`src/design/tgcd_pkg.sv`:
```
// shared widths, op and register codes, and the vertex record passed between stages
// of the tile geometry command decoder; no dependencies
`default_nettype none

package tgcd_pkg;

    localparam int WORD_W     = 32;
    localparam int OP_W       = 3;
    localparam int CNT_W      = WORD_W - OP_W;
    localparam int COORD_W    = 64;
    localparam int PEN_W      = 32;
    localparam int TILE_W     = 32;
    localparam int ZOOM_W     = 6;
    localparam int EXT_W      = 16;
    localparam int CFG_DATA_W = 32;
    localparam int QUO_W      = 33;
    localparam int DIV_STEPS  = QUO_W;
    localparam int DIV_CNT_W  = $clog2(DIV_STEPS + 1);

    localparam logic [ZOOM_W-1:0] FULL_ZOOM   = ZOOM_W'(32);
    localparam logic [EXT_W-1:0]  EXT_RESET   = EXT_W'(4096);
    // 2^32 div 4096 for the reset register values
    localparam logic [QUO_W-1:0]  QUO_RESET   = QUO_W'(1) << 20;

    localparam logic [OP_W-1:0] OP_MOVE = OP_W'(1);
    localparam logic [OP_W-1:0] OP_LINE = OP_W'(2);

    typedef enum logic [1:0] {
        CFG_ZOOM,
        CFG_COLUMN,
        CFG_ROW,
        CFG_EXTENT
    } t_cfg_idx;

    typedef struct packed {
        logic [OP_W-1:0]  op;
        logic             vertex;
        logic [PEN_W-1:0] pen_x;
        logic [PEN_W-1:0] pen_y;
    } t_vtx;

    // left shift that stands for 2^(32 - zoom); zoom above 32 acts as 32
    function automatic logic [ZOOM_W-1:0] scale_shift(input logic [ZOOM_W-1:0] zoom);
        logic [ZOOM_W-1:0] res;
        if (zoom > FULL_ZOOM) begin
            res = '0;
        end else begin
            res = FULL_ZOOM - zoom;
        end
        return res;
    endfunction

endpackage

`default_nettype wire

```
`src/design/tgcd_div.sv`:
```
// restoring divider for the step quotient 2^shift div extent, one quotient bit a cycle
// depends on tgcd_pkg
`default_nettype none

module tgcd_div (
    input  wire logic                          i_clk,
    input  wire logic                          i_rst_n,
    input  wire logic                          i_start,
    input  wire logic [tgcd_pkg::ZOOM_W-1:0]   i_shift,
    input  wire logic [tgcd_pkg::EXT_W-1:0]    i_extent,
    output logic                               o_busy,
    output logic [tgcd_pkg::QUO_W-1:0]         o_quotient
);
    import tgcd_pkg::*;

    logic [DIV_CNT_W-1:0] r_cnt;
    logic [QUO_W-1:0]     r_dvd;
    logic [EXT_W-1:0]     r_dvs;
    logic [EXT_W-1:0]     r_rem;
    logic [QUO_W-1:0]     r_quo;

    logic [EXT_W:0] rem_sh;
    logic           fits;

    assign rem_sh = {r_rem, r_dvd[QUO_W-1]};
    assign fits   = rem_sh >= {1'b0, r_dvs};

    always_ff @(posedge i_clk) begin
        if (!i_rst_n) begin
            r_cnt <= '0;
            r_quo <= QUO_RESET;
        end else if (i_start) begin
            r_cnt <= DIV_CNT_W'(DIV_STEPS);
            r_dvd <= QUO_W'(1) << i_shift;
            // an extent of zero divides as one
            r_dvs <= (i_extent == '0) ? EXT_W'(1) : i_extent;
            r_rem <= '0;
        end else if (r_cnt != '0) begin
            r_cnt <= r_cnt - DIV_CNT_W'(1);
            r_dvd <= r_dvd << 1;
            r_rem <= fits ? EXT_W'(rem_sh - {1'b0, r_dvs}) : rem_sh[EXT_W-1:0];
            r_quo <= {r_quo[QUO_W-2:0], fits};
        end
    end

    assign o_busy     = r_cnt != '0;
    assign o_quotient = r_quo;

    a_cnt_bound: assert property (@(posedge i_clk) disable iff (!i_rst_n)
        r_cnt <= DIV_CNT_W'(DIV_STEPS))
        else $error("divider step count out of range");

    a_start_loads: assert property (@(posedge i_clk) disable iff (!i_rst_n)
        i_start |=> r_cnt == DIV_CNT_W'(DIV_STEPS))
        else $error("divider did not load on start");

    a_rem_below: assert property (@(posedge i_clk) disable iff (!i_rst_n)
        (r_cnt != '0) && (r_cnt != DIV_CNT_W'(DIV_STEPS)) |-> r_rem < r_dvs)
        else $error("partial remainder not below divisor");

endmodule

`default_nettype wire

```
`config.mk`:
```
export PLATFORM = sky130hd
export DESIGN_NAME = tgcd_div
export DESIGN_NICKNAME = d
export VERILOG_FILES = /design/src/design/tgcd_pkg.sv /design/src/design/tgcd_div.sv
export SDC_FILE = /design/constraint.sdc
export NUM_CORES = 1
export LEC_CHECK = 0
export BUFFER_PORTS_ARGS = -buffer_cell sky130_fd_sc_hd__buf_2
export CAP_MARGIN = 20
export CORE_UTILIZATION = 58
export CTS_CLUSTER_SIZE = 8
export DETAILED_ROUTE_END_ITERATION = 10
export PLACE_DENSITY = 0.89
export SLEW_MARGIN = 10
export SYNTH_ARGS = -nofsm -noshare
export SYNTH_HDL_FRONTEND = slang
export SYNTH_SLANG_ARGS = --single-unit
```
`constraint.sdc`:
```
create_clock -name i_clk -period 5 [get_ports i_clk]
set_input_delay 0 -clock i_clk [delete_from_list [all_inputs] [get_ports i_clk]]
set_output_delay 0 -clock i_clk [all_outputs]
set_load 0.1 [all_outputs]
```
==> flow_summary_export.csv <==
group,metric,value,unit
pwr,leakagePower,2.261,nW
finish,nets,588,
route,detail-route-antenna-nets,0,
hold_path,hold_path_class,"input port to flop",
clock_network,clk_latency,0.38,ns
clock_network,cts.clk_slew.worst_paths,0.12,ns
synth,syn_nets,537,
status,outcome,"completed",
synth,netlist_instances,494,
finish,syn_to_final_growth,12.35,%
synth,synth_edf_count,65,
global_route,grt_overflow,0,
setup_path,startpoint_type,"flop",
clock_network,clock-sinks,104,
pwr,power.density,386.4,nW/um^2
timing,min_period,3.081,ns
synth,synth_cell_types,56,
finish,fin_cells,655,
floorplan,ios,59,
timing,rsz0062_at_grt,"no",
placement,placed_cells,621,
setup_path,critical_path_arrival,3.20,ns
global_route,groute.usage.overall,25.40,%
synth,avgSynthCellArea,10.39,um^2
timing,slew_violations,0,
route,route.detailed.drc,0,
clock_network,cts_resized,0,
floorplan,coreArea,8382,um^2
clock_network,cts_tree,"yes",
floorplan,start_util,61.26,%
synth,syn_area,5135,um^2
timing,hold_viol,0,
clock_network,cts_max_path_buffers,2,
floorplan,dieArea,9233,um^2
floorplan,die_h,96.09,um
synth,yosys_most_used_dff,"edfxtp_1",
global_route,grt_pass1_vias,3638,
route,wire_per_inst,16.33,um
synth,seq_area_frac_synth,53.22,%
clock_network,numCtsBuffers,9,
finish,fin_area,5769,um^2
synth,async_flop_share,0,%
setup_path,crit_fanout,13,
finish,layout-drive-gt1-share,18.00,%
placement,gp_congestion,0.8855,
job,maxCapViolCount,0,
timing,finClkSkew,0.01545,ns
global_route,antenna_found_initial,0,
route,dr_total_vias,3863,
setup_path,cp.required,5.12,ns
route,drt_iter0_drc,235,
route,drt-total-wl,10.70,mm
timing,slew_headroom,32.85,%
timing,fin_tns_setup,0,ns
synth,ys_warn_count,0,
placement,place_area,5379,um^2
timing,finalCritPeriodShare,61.62,%
timing,timing.fmax,324.6,MHz
timing,setup_viol,0,
synth,ys_seq_elements,104,
timing,tightest_slew,1.005,ns
clock_network,clock-root-buffer,"clkbuf_8",
placement,hpwl,7.014,mm
finish,diodes,0,
global_route,grt_pass1_wl,17.49,mm
route,via_per_inst,5.898,
setup_path,end_kind,"flop",
pwr,irDropWorstVdd,0.2757,mV
floorplan,num_rows,33,
placement,port-buffer-count,58,
global_route,grt_max_degree,38,
clock_network,h-tree-depth,3,
route,dr.pass1.iters,4,
floorplan,die_w,96.09,um
setup_path,critical_path_class,"flop to flop",
synthesized netlist by cell type, types with 3 or more instances:
cell type   n  area, um^2
o21ai_0     8       40.04
nor3_1      8       40.04
nand2b_1   10       62.56
buf_2       6       30.03
ha_1       17       212.7
a21boi_0   12       90.09
clkbuf_1   25       93.84
nor2_1     29       108.9
o211ai_1    4       30.03
nor4_1      3       18.77
inv_1      24       90.09
nand3b_1    3       22.52
or2_2       3       18.77
o21a_1      3       22.52
nand3_1     6       30.03
xor2_1      6       52.55
a21oi_1    31       155.2
a211oi_2    6       75.07
o2bb2ai_1  30       262.8
edfxtp_1   65        1952
nor3b_1     3       22.52
mux2i_1     9       90.09
a21o_1      4       30.03
dfxtp_1    39       780.8
nor2_2      5       31.28
xnor2_1     9       78.83
a2111oi_0   4       35.03
nand2_1    82       307.8
power by group:
group / total (mW) / internal (mW) / switching [mW]
Clock: 0.537 / 0.203 / 0.334
Combinational: 0.641 / 0.239 / 0.402
Sequential: 1.05 / 1.01 / 0.0408
registers in the layout (all words and copies together), names as in the netlist:
| register | cells |
|---|---|
| r_dvd | 33 |
| r_rem | 16 |
| o_quotient | 33 |
| r_cnt | 6 |
| r_dvs | 16 |
path summary, 6_finish.rpt:
check                 start  slack [ns]        endpoint  depth (start not counted)
max                r_rem[1]        1.92        r_rem[3]                          9
min              i_shift[1]        0.11       r_dvd[28]                          3
max reg2reg        r_rem[1]        1.92        r_rem[3]                          9
min reg2reg  o_quotient[22]        0.47  o_quotient[23]                          2
worst max-delay path, stage by stage, from the launching register on:
cell and delay (ns):
edfxtp_1 0.43, ha_1 0.39, nor2_1 0.08, a211oi_2 0.25, o21ai_1 0.14, a2111oi_2 0.29, nand2b_1 0.56, buf_4 0.36
mux2i_1 0.25, nor2_1 0.08
cell type report:
type	count	area (um^2)
clock buffer	9	123.9
clock inverter	7	81.33
fill	591	2613
inverter	24	90.09
multi-input combinational	326	2105
sequential	104	2733
tap	105	131.4
timing repair buffer	80	505.5
timing repair:
item,CTS,global route
hold buffers,17,0
setup buffers,0,0
hold endpoints to repair,31,0
cell usage in the layout (no fill, tap or decap), types with 10 or more instances in the layout:
| cell type | count |
|---|---|
| ha_1 | 17 |
| nor2_1 | 28 |
| nand2b_1 | 10 |
| a21boi_0 | 12 |
| buf_2 | 58 |
| nand2_1 | 82 |
| o2bb2ai_1 | 30 |
| dlygate4sd3_1 | 17 |
| inv_1 | 24 |
| edfxtp_1 | 65 |
| a21oi_1 | 31 |
| dfxtp_1 | 39 |
kinds of logic after synthesis:
group,after synthesis,share of synthesized area (%)
buffers and inverters,64,5.945
AND/OR/NAND/NOR,162,14.28
flip-flops,104,53.22
multiplexers,9,1.754
XOR/XNOR,15,2.559
adder cells (fa/ha/maj),18,4.532
AO/OA/AOI/OAI,122,17.71
metrics by stage:
stage / hold WS (ns) / total power [mW] / setup WS [ns] / utilization (%)
detailed placement: 0.1947 / 1.680 / 2.007 / 64.17
global placement: 0.1939 / 1.649 / 2.082 / 64.17
global route: 0.1093 / 2.345 / 1.701 / 68.83
finish: 0.1070 / 2.229 / 1.919 / 68.83
CTS: 0.09744 / 2.218 / 1.966 / 68.65
floorplan: 0.1538 / 1.592 / 0.6091 / -
per-layer routing:
layer,share of wire [%],routed length [um],up-vias,GRT usage [%]
li1,-,-,1870,-
met1,43,4558,1861,31.93
met2,50,5312,114,41.90
met3,5.4,576,18,6.714
met4,2.3,250,0,9.577
met5,0,0,-,0
(Power assumes the default switching activity.)
